--- config.mk ---
export PLATFORM = sky130hd
export DESIGN_NAME = proximity_lid_stepper_controller
export DESIGN_NICKNAME = d
export VERILOG_FILES = /design/src/rtl/core/lsc_pkg.sv /design/src/rtl/core/lsc_csr.sv /design/src/rtl/core/lsc_in_reg.sv /design/src/rtl/core/lsc_engine.sv /design/src/rtl/core/proximity_lid_stepper_controller.sv
export SDC_FILE = /design/constraint.sdc
export NUM_CORES = 1
export LEC_CHECK = 0
export BUFFER_PORTS_ARGS = -buffer_cell sky130_fd_sc_hd__buf_2
export CAP_MARGIN = 5
export CORE_MARGIN = 2
export CORE_UTILIZATION = 40
export CTS_BUF_LIST = sky130_fd_sc_hd__clkbuf_4 sky130_fd_sc_hd__clkbuf_8 sky130_fd_sc_hd__clkbuf_16
export DETAILED_ROUTE_END_ITERATION = 7
export GPL_ROUTABILITY_DRIVEN = 0
export PLACE_DENSITY = 0.65
export SLEW_MARGIN = 10
export SYNTH_ARGS = -nofsm -noshare
export SYNTH_HDL_FRONTEND = slang
export SYNTH_SLANG_ARGS = --single-unit
--- constraint.sdc ---
create_clock -name clock -period 12.9 [get_ports clock]
set_clock_uncertainty 0.15 [all_clocks]
set_input_delay 2.58 -clock clock [delete_from_list [all_inputs] [get_ports clock]]
set_output_delay 2.58 -clock clock [all_outputs]
set_load 0.1 [all_outputs]
--- src/rtl/core/lsc_pkg.sv ---
// Shared types, codes and constants for the proximity lid stepper controller.
// No dependencies; every other file in rtl/core uses this package.
`default_nettype none

package lsc_pkg;

   // Field widths
   localparam int DIST_W      = 9;
   localparam int OPCODE_W    = 2;
   localparam int CSR_INDEX_W = 3;
   localparam int CSR_DATA_W  = 9;
   localparam int REQ_DATA_W  = 16;
   localparam int REQ_USER_W  = 8;
   localparam int RSP_DATA_W  = 16;
   localparam int NUM_EVENTS  = 3;

   // Stepper phase positions
   localparam logic [1:0] PHASE_FIRST = 2'd0;
   localparam logic [1:0] PHASE_LAST  = 2'd3;

   // Reset values of the configuration registers
   localparam logic [8:0] RST_NEAR_THR    = 9'd20;
   localparam logic [5:0] RST_CLOSE_DELAY = 6'd10;
   localparam logic [3:0] RST_BUZZ_LIMIT  = 4'd3;
   localparam logic [2:0] RST_CYCLES      = 3'd4;
   localparam logic [3:0] RST_PHASE_HOLD  = 4'd5;
   localparam logic [7:0] RST_TICKS_SEC   = 8'd100;

   typedef enum logic [OPCODE_W-1:0] {
      OP_TICK   = 2'd0,
      OP_SAMPLE = 2'd1,
      OP_PRESS  = 2'd2,
      OP_ALARM  = 2'd3
   } lsc_opcode_type;

   // Event codes double as bits of the pending mask
   typedef enum logic [2:0] {
      EV_NONE  = 3'b000,
      EV_CLOSE = 3'b001,
      EV_OPEN  = 3'b010,
      EV_PRESS = 3'b100
   } lsc_event_type;

   typedef enum logic [CSR_INDEX_W-1:0] {
      CSR_NEAR_THR    = 3'd0,
      CSR_CLOSE_DELAY = 3'd1,
      CSR_BUZZ_LIMIT  = 3'd2,
      CSR_CYCLES      = 3'd3,
      CSR_PHASE_HOLD  = 3'd4,
      CSR_TICKS_SEC   = 3'd5
   } lsc_csr_index_type;

   typedef struct packed {
      logic [8:0] near_thr;
      logic [5:0] close_delay;
      logic [3:0] buzz_limit;
      logic [2:0] cycles_per_move;
      logic [3:0] phase_hold;
      logic [7:0] ticks_per_sec;
   } lsc_cfg_type;

   typedef struct packed {
      logic [OPCODE_W-1:0] opcode;
      logic [DIST_W-1:0]   distance_cm;
   } lsc_item_type;

   typedef struct packed {
      logic       lid;
      logic       manual;
      logic       moving;
      logic       dir;
      logic [2:0] cycles_left;
      logic [1:0] phase_pos;
      logic [3:0] phase_timer;
      logic [7:0] prescaler;
      logic [5:0] lid_sec;
      logic [3:0] buzz_sec;
      logic       buzzer;
      logic [3:0] coil;
      logic [2:0] pending;
   } lsc_state_type;

   typedef struct packed {
      logic [3:0] coil_drive;
      logic       buzzer_active;
      logic       lid_is_open;
      logic       manual_on;
      logic       motor_moving;
      logic       alarm_ack;
   } lsc_result_type;

   // Clockwise coil order 4,2,8,1
   function automatic logic [3:0] phase_code(input logic [1:0] pos);
      logic [3:0] code;
      case (pos)
         2'd0:    code = 4'h4;
         2'd1:    code = 4'h2;
         2'd2:    code = 4'h8;
         default: code = 4'h1;
      endcase
      return code;
   endfunction

endpackage

`default_nettype wire

--- src/rtl/core/lsc_csr.sv ---
// Configuration register bank for the lid controller.
// Depends on lsc_pkg for register indexes, reset values and the config struct.
`default_nettype none

module lsc_csr (
   input  wire logic                             clock,
   input  wire logic                             reset,
   input  wire logic                             csr_valid,
   output logic                                  csr_ready,
   input  wire logic [lsc_pkg::CSR_INDEX_W-1:0]  csr_index,
   input  wire logic [lsc_pkg::CSR_DATA_W-1:0]   csr_data,
   output lsc_pkg::lsc_cfg_type                  cfg
);

   lsc_pkg::lsc_cfg_type cfg_ff;
   lsc_pkg::lsc_cfg_type cfg_in;

   assign csr_ready = 1'b1;
   assign cfg       = cfg_ff;

   // Decode one write beat; unknown indexes are dropped
   always_comb begin
      cfg_in = cfg_ff;
      if (csr_valid) begin
         case (lsc_pkg::lsc_csr_index_type'(csr_index))
            lsc_pkg::CSR_NEAR_THR:    cfg_in.near_thr        = csr_data[8:0];
            lsc_pkg::CSR_CLOSE_DELAY: cfg_in.close_delay     = csr_data[5:0];
            lsc_pkg::CSR_BUZZ_LIMIT:  cfg_in.buzz_limit      = csr_data[3:0];
            lsc_pkg::CSR_CYCLES:      cfg_in.cycles_per_move = csr_data[2:0];
            lsc_pkg::CSR_PHASE_HOLD:  cfg_in.phase_hold      = csr_data[3:0];
            lsc_pkg::CSR_TICKS_SEC:   cfg_in.ticks_per_sec   = csr_data[7:0];
            default:                  cfg_in = cfg_ff;
         endcase
      end
   end

   always_ff @(posedge clock) begin
      if (reset) begin
         cfg_ff.near_thr        <= lsc_pkg::RST_NEAR_THR;
         cfg_ff.close_delay     <= lsc_pkg::RST_CLOSE_DELAY;
         cfg_ff.buzz_limit      <= lsc_pkg::RST_BUZZ_LIMIT;
         cfg_ff.cycles_per_move <= lsc_pkg::RST_CYCLES;
         cfg_ff.phase_hold      <= lsc_pkg::RST_PHASE_HOLD;
         cfg_ff.ticks_per_sec   <= lsc_pkg::RST_TICKS_SEC;
      end else begin
         cfg_ff <= cfg_in;
      end
   end

endmodule

`default_nettype wire

--- src/rtl/core/lsc_in_reg.sv ---
// Input register stage: holds one request beat until the engine takes it.
// Depends on lsc_pkg for the item struct.
`default_nettype none

module lsc_in_reg (
   input  wire logic                 clock,
   input  wire logic                 reset,
   input  wire logic                 in_valid,
   output logic                      in_ready,
   input  wire lsc_pkg::lsc_item_type in_item,
   output logic                      out_valid,
   input  wire logic                 out_take,
   output lsc_pkg::lsc_item_type     out_item
);

   logic                  valid_ff;
   logic                  valid_in;
   lsc_pkg::lsc_item_type item_ff;

   // Free when empty or when the held beat leaves this cycle
   assign in_ready  = !valid_ff || out_take;
   assign out_valid = valid_ff;
   assign out_item  = item_ff;
   assign valid_in  = (in_valid && in_ready) || (valid_ff && !out_take);

   always_ff @(posedge clock) begin
      if (reset) begin
         valid_ff <= 1'b0;
      end else begin
         valid_ff <= valid_in;
      end
   end

   always_ff @(posedge clock) begin
      if (in_valid && in_ready) begin
         item_ff <= in_item;
      end
   end

endmodule

`default_nettype wire

--- src/rtl/core/lsc_engine.sv ---
// Lid, stepper, timer and buzzer state with its combinational update and the
// result register. Depends on lsc_pkg for state, config, item and result types.
`default_nettype none

module lsc_engine (
   input  wire logic                  clock,
   input  wire logic                  reset,
   input  wire lsc_pkg::lsc_cfg_type  cfg,
   input  wire logic                  item_valid,
   output logic                       item_take,
   input  wire lsc_pkg::lsc_item_type item,
   output logic                       res_valid,
   input  wire logic                  res_ready,
   output lsc_pkg::lsc_result_type    res
);

   lsc_pkg::lsc_state_type  state_ff;
   lsc_pkg::lsc_state_type  state_in;
   logic                    ack_in;
   logic                    res_valid_ff;
   logic                    res_valid_in;
   lsc_pkg::lsc_result_type res_ff;
   logic                    fire;

   // Begin a move; a zero cycle count finishes it on the spot
   function automatic lsc_pkg::lsc_state_type start_move(
      input lsc_pkg::lsc_state_type s,
      input logic                   dir,
      input lsc_pkg::lsc_cfg_type   c
   );
      lsc_pkg::lsc_state_type r;
      r = s;
      if (c.cycles_per_move == 3'd0) begin
         r.lid = dir;
      end else begin
         r.moving      = 1'b1;
         r.dir         = dir;
         r.cycles_left = c.cycles_per_move;
         r.phase_pos   = lsc_pkg::PHASE_FIRST;
         r.phase_timer = 4'd0;
         r.coil = lsc_pkg::phase_code(dir ? lsc_pkg::PHASE_FIRST : lsc_pkg::PHASE_LAST);
      end
      return r;
   endfunction

   // Act on one close, open or press event
   function automatic lsc_pkg::lsc_state_type do_event(
      input lsc_pkg::lsc_state_type s,
      input lsc_pkg::lsc_event_type ev,
      input lsc_pkg::lsc_cfg_type   c
   );
      lsc_pkg::lsc_state_type r;
      r = s;
      case (ev)
         lsc_pkg::EV_CLOSE: begin
            if (r.lid && !r.manual) r = start_move(r, 1'b0, c);
         end
         lsc_pkg::EV_OPEN: begin
            r.lid_sec = 6'd0;
            if (!r.lid && !r.manual) r = start_move(r, 1'b1, c);
         end
         lsc_pkg::EV_PRESS: begin
            if (!r.lid) begin
               r.manual = 1'b1;
               r = start_move(r, 1'b1, c);
            end else begin
               r = start_move(r, 1'b0, c);
               r.manual = 1'b0;
            end
         end
         default: r = s;
      endcase
      return r;
   endfunction

   // Hold the event while moving, otherwise act now
   function automatic lsc_pkg::lsc_state_type raise_event(
      input lsc_pkg::lsc_state_type s,
      input lsc_pkg::lsc_event_type ev,
      input lsc_pkg::lsc_cfg_type   c
   );
      lsc_pkg::lsc_state_type r;
      r = s;
      if (r.moving) r.pending = r.pending | ev;
      else          r = do_event(r, ev, c);
      return r;
   endfunction

   // Work off held events in close, open, press order until a move starts
   function automatic lsc_pkg::lsc_state_type drain(
      input lsc_pkg::lsc_state_type s,
      input lsc_pkg::lsc_cfg_type   c
   );
      lsc_pkg::lsc_state_type r;
      r = s;
      for (int i = 0; i < lsc_pkg::NUM_EVENTS; i++) begin
         if (!r.moving && r.pending != 3'd0) begin
            if ((r.pending & lsc_pkg::EV_CLOSE) != 3'd0) begin
               r.pending = r.pending & ~lsc_pkg::EV_CLOSE;
               r = do_event(r, lsc_pkg::EV_CLOSE, c);
            end else if ((r.pending & lsc_pkg::EV_OPEN) != 3'd0) begin
               r.pending = r.pending & ~lsc_pkg::EV_OPEN;
               r = do_event(r, lsc_pkg::EV_OPEN, c);
            end else begin
               r.pending = r.pending & ~lsc_pkg::EV_PRESS;
               r = do_event(r, lsc_pkg::EV_PRESS, c);
            end
         end
      end
      return r;
   endfunction

   // One motor tick: phase hold, phase advance, end of move
   function automatic lsc_pkg::lsc_state_type motor_tick(
      input lsc_pkg::lsc_state_type s,
      input lsc_pkg::lsc_cfg_type   c
   );
      lsc_pkg::lsc_state_type r;
      logic [3:0]             t;
      r = s;
      t = r.phase_timer + 4'd1;
      if (r.moving) begin
         if (t < c.phase_hold) begin
            r.phase_timer = t;
         end else begin
            r.phase_timer = 4'd0;
            if (r.phase_pos == lsc_pkg::PHASE_LAST) begin
               r.cycles_left = r.cycles_left - 3'd1;
               if (r.cycles_left == 3'd0) begin
                  r.moving = 1'b0;
                  r.lid    = r.dir;
                  r = drain(r, c);
               end else begin
                  r.phase_pos = lsc_pkg::PHASE_FIRST;
                  r.coil = lsc_pkg::phase_code(r.dir ? r.phase_pos
                                                     : lsc_pkg::PHASE_LAST - r.phase_pos);
               end
            end else begin
               r.phase_pos = r.phase_pos + 2'd1;
               r.coil = lsc_pkg::phase_code(r.dir ? r.phase_pos
                                                  : lsc_pkg::PHASE_LAST - r.phase_pos);
            end
         end
      end
      return r;
   endfunction

   // Engine takes the held beat whenever the result slot is free or draining
   assign fire      = item_valid && (!res_valid_ff || res_ready);
   assign item_take = fire;
   assign res_valid = res_valid_ff;
   assign res       = res_ff;
   assign res_valid_in = fire || (res_valid_ff && !res_ready);

   // Next state for the beat in the input register
   always_comb begin
      state_in = state_ff;
      ack_in   = 1'b0;
      case (lsc_pkg::lsc_opcode_type'(item.opcode))
         lsc_pkg::OP_TICK: begin
            state_in = motor_tick(state_in, cfg);
            state_in.prescaler = state_in.prescaler + 8'd1;
            if (state_in.prescaler >= cfg.ticks_per_sec) begin
               state_in.prescaler = 8'd0;
               if (state_in.buzzer) begin
                  state_in.buzz_sec = state_in.buzz_sec + 4'd1;
                  if (state_in.buzz_sec >= cfg.buzz_limit) begin
                     state_in.buzz_sec = 4'd0;
                     state_in.buzzer   = 1'b0;
                     ack_in            = 1'b1;
                  end
               end
               state_in.lid_sec = state_in.lid_sec + 6'd1;
               if (state_in.lid_sec >= cfg.close_delay) begin
                  state_in.lid_sec = 6'd0;
                  state_in = raise_event(state_in, lsc_pkg::EV_CLOSE, cfg);
               end
            end
         end
         lsc_pkg::OP_SAMPLE: begin
            if (!state_in.manual && item.distance_cm != '0
                && item.distance_cm <= cfg.near_thr) begin
               state_in = raise_event(state_in, lsc_pkg::EV_OPEN, cfg);
            end
         end
         lsc_pkg::OP_PRESS: begin
            state_in = raise_event(state_in, lsc_pkg::EV_PRESS, cfg);
         end
         lsc_pkg::OP_ALARM: begin
            state_in.buzzer   = 1'b1;
            state_in.buzz_sec = 4'd0;
         end
         default: state_in = state_ff;
      endcase
   end

   always_ff @(posedge clock) begin
      if (reset) begin
         state_ff     <= '0;
         res_valid_ff <= 1'b0;
      end else begin
         res_valid_ff <= res_valid_in;
         if (fire) state_ff <= state_in;
      end
   end

   // Result register
   always_ff @(posedge clock) begin
      if (fire) begin
         res_ff.coil_drive    <= state_in.coil;
         res_ff.buzzer_active <= state_in.buzzer;
         res_ff.lid_is_open   <= state_in.lid;
         res_ff.manual_on     <= state_in.manual;
         res_ff.motor_moving  <= state_in.moving;
         res_ff.alarm_ack     <= ack_in;
      end
   end

endmodule

`default_nettype wire

--- src/rtl/core/proximity_lid_stepper_controller.sv ---
// Top level of the proximity lid stepper controller: config bank, input
// register and state engine. Depends on lsc_pkg, lsc_csr, lsc_in_reg, lsc_engine.
//
//   channel   direction  ports                          beat
//   req       in         req_tvalid/tready/tdata/tuser  one event
//   rsp       out        rsp_tvalid/tready/tdata        one status word per event
//   csr       in         csr_valid/ready/index/data     one register write
//
// One event per cycle sustained while rsp_tready is high. A request beat is
// first taken into the input register; the state update is computed from it
// combinationally, and the state and result registers load together when the
// engine takes the beat, which makes its rsp beat valid.
// Reset is synchronous and active high: lid closed, automatic mode, coils off,
// timers cleared, registers at their default values.
// With rsp_tready low the result holds and one more request beat is buffered,
// after which req_tready drops. csr_ready is always high.
`default_nettype none

module proximity_lid_stepper_controller (
   input  wire logic                             clock,
   input  wire logic                             reset,
   input  wire logic                             req_tvalid,
   output logic                                  req_tready,
   // [8:0] distance_cm, [15:9] zero
   input  wire logic [lsc_pkg::REQ_DATA_W-1:0]   req_tdata,
   // [1:0] opcode, [7:2] zero
   input  wire logic [lsc_pkg::REQ_USER_W-1:0]   req_tuser,
   output logic                                  rsp_tvalid,
   input  wire logic                             rsp_tready,
   // [3:0] coil_drive, [4] buzzer_active, [5] lid_is_open, [6] manual_on,
   // [7] motor_moving, [8] alarm_ack, [15:9] zero
   output logic [lsc_pkg::RSP_DATA_W-1:0]        rsp_tdata,
   input  wire logic                             csr_valid,
   output logic                                  csr_ready,
   input  wire logic [lsc_pkg::CSR_INDEX_W-1:0]  csr_index,
   input  wire logic [lsc_pkg::CSR_DATA_W-1:0]   csr_data
);

   lsc_pkg::lsc_cfg_type    cfg;
   lsc_pkg::lsc_item_type   req_item;
   lsc_pkg::lsc_item_type   held_item;
   logic                    held_valid;
   logic                    held_take;
   lsc_pkg::lsc_result_type res;

   assign req_item.opcode      = req_tuser[lsc_pkg::OPCODE_W-1:0];
   assign req_item.distance_cm = req_tdata[lsc_pkg::DIST_W-1:0];

   lsc_csr u_csr (
      .clock     (clock),
      .reset     (reset),
      .csr_valid (csr_valid),
      .csr_ready (csr_ready),
      .csr_index (csr_index),
      .csr_data  (csr_data),
      .cfg       (cfg)
   );

   lsc_in_reg u_in_reg (
      .clock     (clock),
      .reset     (reset),
      .in_valid  (req_tvalid),
      .in_ready  (req_tready),
      .in_item   (req_item),
      .out_valid (held_valid),
      .out_take  (held_take),
      .out_item  (held_item)
   );

   lsc_engine u_engine (
      .clock      (clock),
      .reset      (reset),
      .cfg        (cfg),
      .item_valid (held_valid),
      .item_take  (held_take),
      .item       (held_item),
      .res_valid  (rsp_tvalid),
      .res_ready  (rsp_tready),
      .res        (res)
   );

   // Pack the status word, highest field first
   assign rsp_tdata = {7'd0, res.alarm_ack, res.motor_moving, res.manual_on,
                       res.lid_is_open, res.buzzer_active, res.coil_drive};

endmodule

`default_nettype wire
==> impl_metrics.ini, run 1 <==
[cts]
clk_latency_ps = 360
cts_root_buffer = clkbuf_16
ctsHtreeMaxLevel = 3
cts_resized = 0
hold_buffers = 0
clockBufferDepth = 2
numCtsBuffers = 9
clk_pin_slew_ps = 70
cts_sinks = 95
postCtsSetupBuffers = 0
cts_tree = built

[floorplanning]
die_area_sq_um = 16780
initial_utilization_pct = 41.16
rows = 45
die_x_um = 129.5
dieHeight_um = 129.5
core_area_sq_um = 15310
ios = 60

[yosys]
synthArstFlopShare_pct = 0
synth_area_per_cell_sq_um = 8.294
netlist_area_sq_um = 6304
synthFlopType = dfxtp_1
postSynthCellCount = 760
yosys_warnings = 0
synth_edf_count = 20
yosysUniqueCellTypes = 81
ys_seq_area_share_pct = 33.35
ys_ff_latch = 95

[global_route]
met2_usage_pct = 31.49
grt_pass1_wl_mm = 26.39
met3_usage_pct = 4.335
grt_max_degree = 58
antenna_found_initial = 0
grt_util_all_layers_pct = 19.91
use_met1_pct = 26.18
gr-total-overflow = 0
busiest_layer = met2
grt_pass1_vias = 5293

[power]
powerDensity_nw_per_um2 = 101.1
p_switching_mw = 0.2003
swShare_pct = 28.58
leakage_nw = 2.677
ir_drop_mv = 0.08156
internal_power_mw = 0.5007
pwr-share-comb_pct = 14.2
p_seq_share_pct = 45.6
p_clk_share_pct = 40.2

[outcome]
status = finished, final reports clean

[placed_design]
hpwl_mm = 11.32
dpl_cell_area_sq_um = 6620
numPortBuffers = 38

[hold_path]
worst_hold_path_type = reg2reg

[sta]
setup_viol_count_final = 0
max_freq_mhz = 167.0
relSlewSlack_pct = 35.52
fin_crit_ps = 5989
tightest_slew_ps = 961.9
setup_tns_ps = 0
final-hold-violation-count = 0
rsz0062_at_grt = no
slew_violations = 0
layout_worst_path_cycle_share_pct = 46.42

[cells_and_area]
final_common_cell = nor2_1
final_nets = 864
final_cell_mix = nor2_1 (77), dfxtp_1 (75), nand2_1 (60), a21oi_1 (50), ha_1 (47)
antenna_cells = 0
syn2layout_area_growth_pct = 9.964
final_layout_size_suffix_gt1_share_pct = 11.01
final_cell_area_sq_um = 6932

[route]
num_vias = 5659
dr.pass1.iters = 5
post_drt_wl_per_cell_um = 16.14
post-route-drc-count = 0
ant_nets = 0
drt-vias-per-instance = 5.705
wirelength_mm = 16.01
drt_iter0_markers = 392

[critical_path]
crit_arrival_ps = 3260
required_ps = 10170
startpoint_type = input port
worst-path-max-fanout = 4
cp-end-kind = output pin
path_class = in2out

[job]
drv_cap = 0
path summary, 6_finish.rpt:
path / startpoint / slack, ps / cells past startpoint / to
worst min-delay path: u_csr.cfg[3] / 310 / 2 / u_csr.cfg[3]
worst max-delay path: rsp_tready / 6910 / 4 / req_tready
worst min register to register: u_csr.cfg[3] / 310 / 2 / u_csr.cfg[3]
worst max register to register: u_engine.state_ff[26] / 7440 / 19 / u_engine.state_ff[34]
routing by layer:
| metal | share of wire, % | up-vias |
|---|---|---|
| met5 | 0 | - |
| met4 | 3.6 | 0 |
| met3 | 5.8 | 35 |
| met2 | 44 | 191 |
| met1 | 46 | 2651 |
| li1 | - | 2782 |
area by class of cell:
type,count,area (sq um)
fillers,1574,8383
multi-input cells,577,3829
flip-flops and latches,95,2102
well taps,211,264.0
clock buffers,11,246.5
repair buffers,45,242.7
inverters,48,182.7
clock inverters,5,65.06
cell usage after synthesis, types with 15 or more instances:
library cell | count | area (sq um)
inv_1 | 46 | 172.7
ha_1 | 47 | 588.1
nand2_1 | 60 | 225.2
o21ai_0 | 41 | 205.2
nor2_1 | 77 | 289.0
dfxtp_1 | 75 | 1501
o211ai_1 | 15 | 112.6
a21oi_1 | 50 | 250.2
mux2i_1 | 24 | 240.2
nand3_1 | 30 | 150.1
edfxtp_1 | 20 | 600.6
nor3_1 | 18 | 90.09
clkbuf_1 | 26 | 97.59
per-stage QoR:
step | total power [mW] | util (%) | cells | setup WS [ps] | hold slack [ps]
after CTS | 0.7066 | 45.26 | 992 | 6902 | 307.2
after detailed placement | 0.4250 | 43.23 | 976 | 6901 | 297.9
after global routing | 0.7311 | 45.26 | 992 | 6812 | 320.5
final | 0.7010 | 45.26 | 992 | 6911 | 305.7
after floorplan | 0.4012 | - | 766 | 6831 | 286.3
after global placement | 0.4243 | 43.23 | 976 | 6910 | 295.0
flip-flops by register name, indices dropped and copies added, names as in the netlist:
| register | count |
|---|---|
| u_in_reg.out_valid | 1 |
| u_engine.res | 9 |
| u_engine.res_valid | 1 |
| u_engine.state_ff | 39 |
| u_in_reg.out_item | 11 |
| u_csr.cfg | 34 |
power by group through the flow:
stage               sequential (mW)  clock, mW  combinational (mW)
floorplan                     0.335          0              0.0663
global placement              0.326          0              0.0982
detailed placement            0.326          0              0.0988
CTS                           0.320      0.288              0.0993
global route                  0.321      0.301               0.109
finish                        0.320      0.281              0.0998
critical path, stage by stage:
cell and delay (ps):
buf_2 90, nor2b_1 200, nand2_1 90, buf_2 290
cells by family (layout without fill, tap and decap cells):
group           Yosys count  in the layout  synth area share [%]
simple gates            265            265                 20.58
compound gates          214            214                 23.78
flops                    95             95                 33.35
buf+inv                  94            109                 6.352
fa+ha+maj                47             47                 9.329
mux                      25             25                 3.990
xor+xnor                 18             18                 2.501
other cells               2              8                0.1191
Note: power is estimated with default switching activity, not from simulation.
==> run 2, diff against run 1 <==
--- a/config.mk
+++ b/config.mk
@@ -5,6 +5,7 @@
 export SDC_FILE = /design/constraint.sdc
 export NUM_CORES = 1
 export LEC_CHECK = 0
+export ABC_AREA = 1
 export BUFFER_PORTS_ARGS = -buffer_cell sky130_fd_sc_hd__buf_2
 export CAP_MARGIN = 5
 export CORE_MARGIN = 2
@@ -12,7 +13,7 @@
 export CTS_BUF_LIST = sky130_fd_sc_hd__clkbuf_4 sky130_fd_sc_hd__clkbuf_8 sky130_fd_sc_hd__clkbuf_16
 export DETAILED_ROUTE_END_ITERATION = 7
 export GPL_ROUTABILITY_DRIVEN = 0
-export PLACE_DENSITY = 0.65
+export PLACE_DENSITY = 0.67
 export SLEW_MARGIN = 10
 export SYNTH_ARGS = -nofsm -noshare
 export SYNTH_HDL_FRONTEND = slang
==> constraint.sdc (replaced) <==
create_clock -name clock -period 5.39 [get_ports clock]
set_clock_uncertainty 0.15 [all_clocks]
set_input_delay 1.078 -clock clock [delete_from_list [all_inputs] [get_ports clock]]
set_output_delay 1.078 -clock clock [all_outputs]
set_load 0.1 [all_outputs]
==> run 2 against run 1 <==
Global-route usage increased by 0.44 points. Flip-flop and latch count unchanged. Sequential power increased by 140%. Non-clock buffer count decreased by 2. Critical endpoint is now u_engine.res[7]. Power increased to 2.5 times the previous value. Design area increased by 0.20%. Clock-buffer cell count unchanged.
==> impl_metrics.ini, run 2 <==
[cts]
cts_root_buffer = clkbuf_16
clk_pin_slew_ps = 70
clk_latency_ps = 360
postCtsSetupBuffers = 0
clockBufferDepth = 2
ctsHtreeMaxLevel = 3
cts_sinks = 95
numCtsBuffers = 9
cts_tree = built

[placed_design]
hpwl_mm = 11.85
dpl_cell_area_sq_um = 6611
numPortBuffers = 38

[sta]
layout_worst_path_cycle_share_pct = 90.22
setup_viol_count_final = 0
final-hold-violation-count = 0
tightest_slew_ps = 1013
relSlewSlack_pct = 31.73
rsz0062_at_grt = no
max_freq_mhz = 205.6
slew_violations = 0
setup_tns_ps = 0
fin_crit_ps = 4863

[yosys]
synthArstFlopShare_pct = 0
synthFlopType = dfxtp_1
yosysUniqueCellTypes = 53
yosysMostFrequentCell = nand2_1
synth.top_cell.area_share_pct = 23.95
ys_seq_area_share_pct = 33.53
yosys-top-cells-count = nand2_1 (167), inv_1 (113), a21oi_1 (82), dfxtp_1 (75), o21ai_0 (72)
yosys_warnings = 0
postSynthCellCount = 865
yosysTopAreaCell = dfxtp_1
ys_ff_latch = 95
synth_area_per_cell_sq_um = 7.248
netlist_area_sq_um = 6270
synth_edf_count = 20
synth.area.top_cells = dfxtp_1 (24%), nand2_1 (10%), edfxtp_1 (9.6%)

[job]
drv_cap = 0

[floorplanning]
dieHeight_um = 129.2
ios = 60
die_x_um = 129.2
initial_utilization_pct = 41.09
rows = 45
die_area_sq_um = 16690
core_area_sq_um = 15260

[global_route]
grt_pass1_wl_mm = 27.06
grt_pass1_vias = 5542
grt_util_all_layers_pct = 20.35
grt_max_degree = 42
antenna_found_initial = 0
gr-total-overflow = 0

[route]
ant_nets = 0
post-route-drc-count = 0
drt-vias-per-instance = 5.265
wirelength_mm = 15.98
num_vias = 5839
drt_iter0_markers = 344
post_drt_wl_per_cell_um = 14.41
dr.pass1.iters = 6

[cells_and_area]
largest_register_ff_count = 39
multi_input_area_sq_um = 3536
final_layout_size_suffix_gt1_share_pct = 10.24
final_cell_mix = nand2_1 (167), inv_1 (113), a21oi_1 (82), dfxtp_1 (75), o21ai_0 (71)
seq_area_sq_um = 2102
antenna_cells = 0
syn2layout_area_growth_pct = 10.78
final_common_cell = nand2_1
max_flop_register = u_engine.state_ff
final_cell_area_sq_um = 6945
num-fill-cells = 1554
final_nets = 981

[critical_path]
path_class = reg2reg
cp-end-kind = register
worst-path-max-fanout = 9
required_ps = 5360
startpoint_type = register
crit_arrival_ps = 4830

[power]
leakage_nw = 3.155
ir_drop_mv = 0.2044
powerDensity_nw_per_um2 = 254.2

[hold_path]
worst_hold_path_type = reg2reg

[outcome]
status = finished, final reports clean
run 2: routing by layer:
layer | GRT usage (%) | vias to the layer above | part of all wire (%) | wire length, um
met5 | 0 | - | 0 | 0
met3 | 3.468 | 39 | 5.4 | 865
met4 | 9.974 | 0 | 3.5 | 552
met2 | 32.60 | 189 | 45 | 7186
met1 | 26.62 | 2659 | 46 | 7380
li1 | - | 2952 | - | -
run 2: final timing paths:
path | slack [ps] | cells after the start | start | to
setup / recovery | 530 | 27 | u_engine.state_ff[26] | u_engine.res[7]
setup reg to reg | 530 | 27 | u_engine.state_ff[26] | u_engine.res[7]
hold / removal | 310 | 2 | u_csr.cfg[9] | u_csr.cfg[9]
hold reg to reg | 310 | 2 | u_csr.cfg[9] | u_csr.cfg[9]
run 2: cells by family (layout without fill, tap and decap cells):
group / after synthesis / in the layout / synth area share (%)
and+or+nand+nor: 326 / 326 / 23.89
DFF: 95 / 95 / 33.53
other: 2 / 8 / 0.1198
buffers and inverters: 158 / 185 / 10.44
AOI/OAI and AO/OA: 220 / 220 / 20.26
adders and majority gates: 47 / 47 / 9.379
xor gates and xnor gates: 16 / 16 / 2.235
muxes: 1 / 1 / 0.1597
run 2: per-stage QoR:
| step | setup WS [ps] | power, mW | utilization (%) | hold WS, ps | instances |
|---|---|---|---|---|---|
| 6_report | 527.3 | 1.765 | 45.52 | 309.1 | 1109 |
| 5_1_grt | 107.3 | 1.837 | 45.52 | 334.7 | 1109 |
| 4_1_cts | 459.6 | 1.778 | 45.52 | 313.9 | 1109 |
| 3_5_place_dp | 529.9 | 1.064 | 43.33 | 303.6 | 1093 |
| 3_3_place_gp | 617.3 | 1.060 | 43.33 | 299.5 | 1093 |
| 2_1_floorplan | 1282 | 1.000 | - | 278.7 | 871 |
run 2: final cells by class:
type | instances | share of cell area, %
clock buffers | 11 | 3.801
clock inverters | 5 | 1.009
inverters | 126 | 6.936
multi-input cells | 618 | 50.91
flip-flops and latches | 95 | 30.26
well taps | 211 | 3.801
repair buffers | 43 | 3.279
run 2: repair_timing:
action	CTS	global route
endpoints found under the setup margin	0	1
gates resized for setup	0	1
hold buffers	0	0
run 2: critical path, cell delays in order, from the launching register on:
cell      delay, ps
dfxtp_1         360
ha_1            220
xor2_1          160
ha_1            280
nand2_1          40
o21ai_1         230
nand2_1         120
inv_1           100
nand2_1         120
inv_1           220
o211ai_2        280
nand2_1         170
inv_1            90
ha_1            290
ha_1            280
o21ai_0          90
nand2_1          70
a21oi_1          60
o21bai_1        120
a21oi_1          80
o21bai_1        120
nand2_1         160
a21oi_4         240
nand4_4         220
nand3_1         140
nand2_1          60
nand2_1          90
inv_1            40
run 2: report_power, final:
part,leakage (nW),switching [mW],total (mW),internal [mW]
sequential,0.802,0.0240,0.778,0.754
clock,0.165,0.303,0.713,0.410
combinational,2.19,0.203,0.275,0.0720
total,3.16,0.529,1.77,1.24
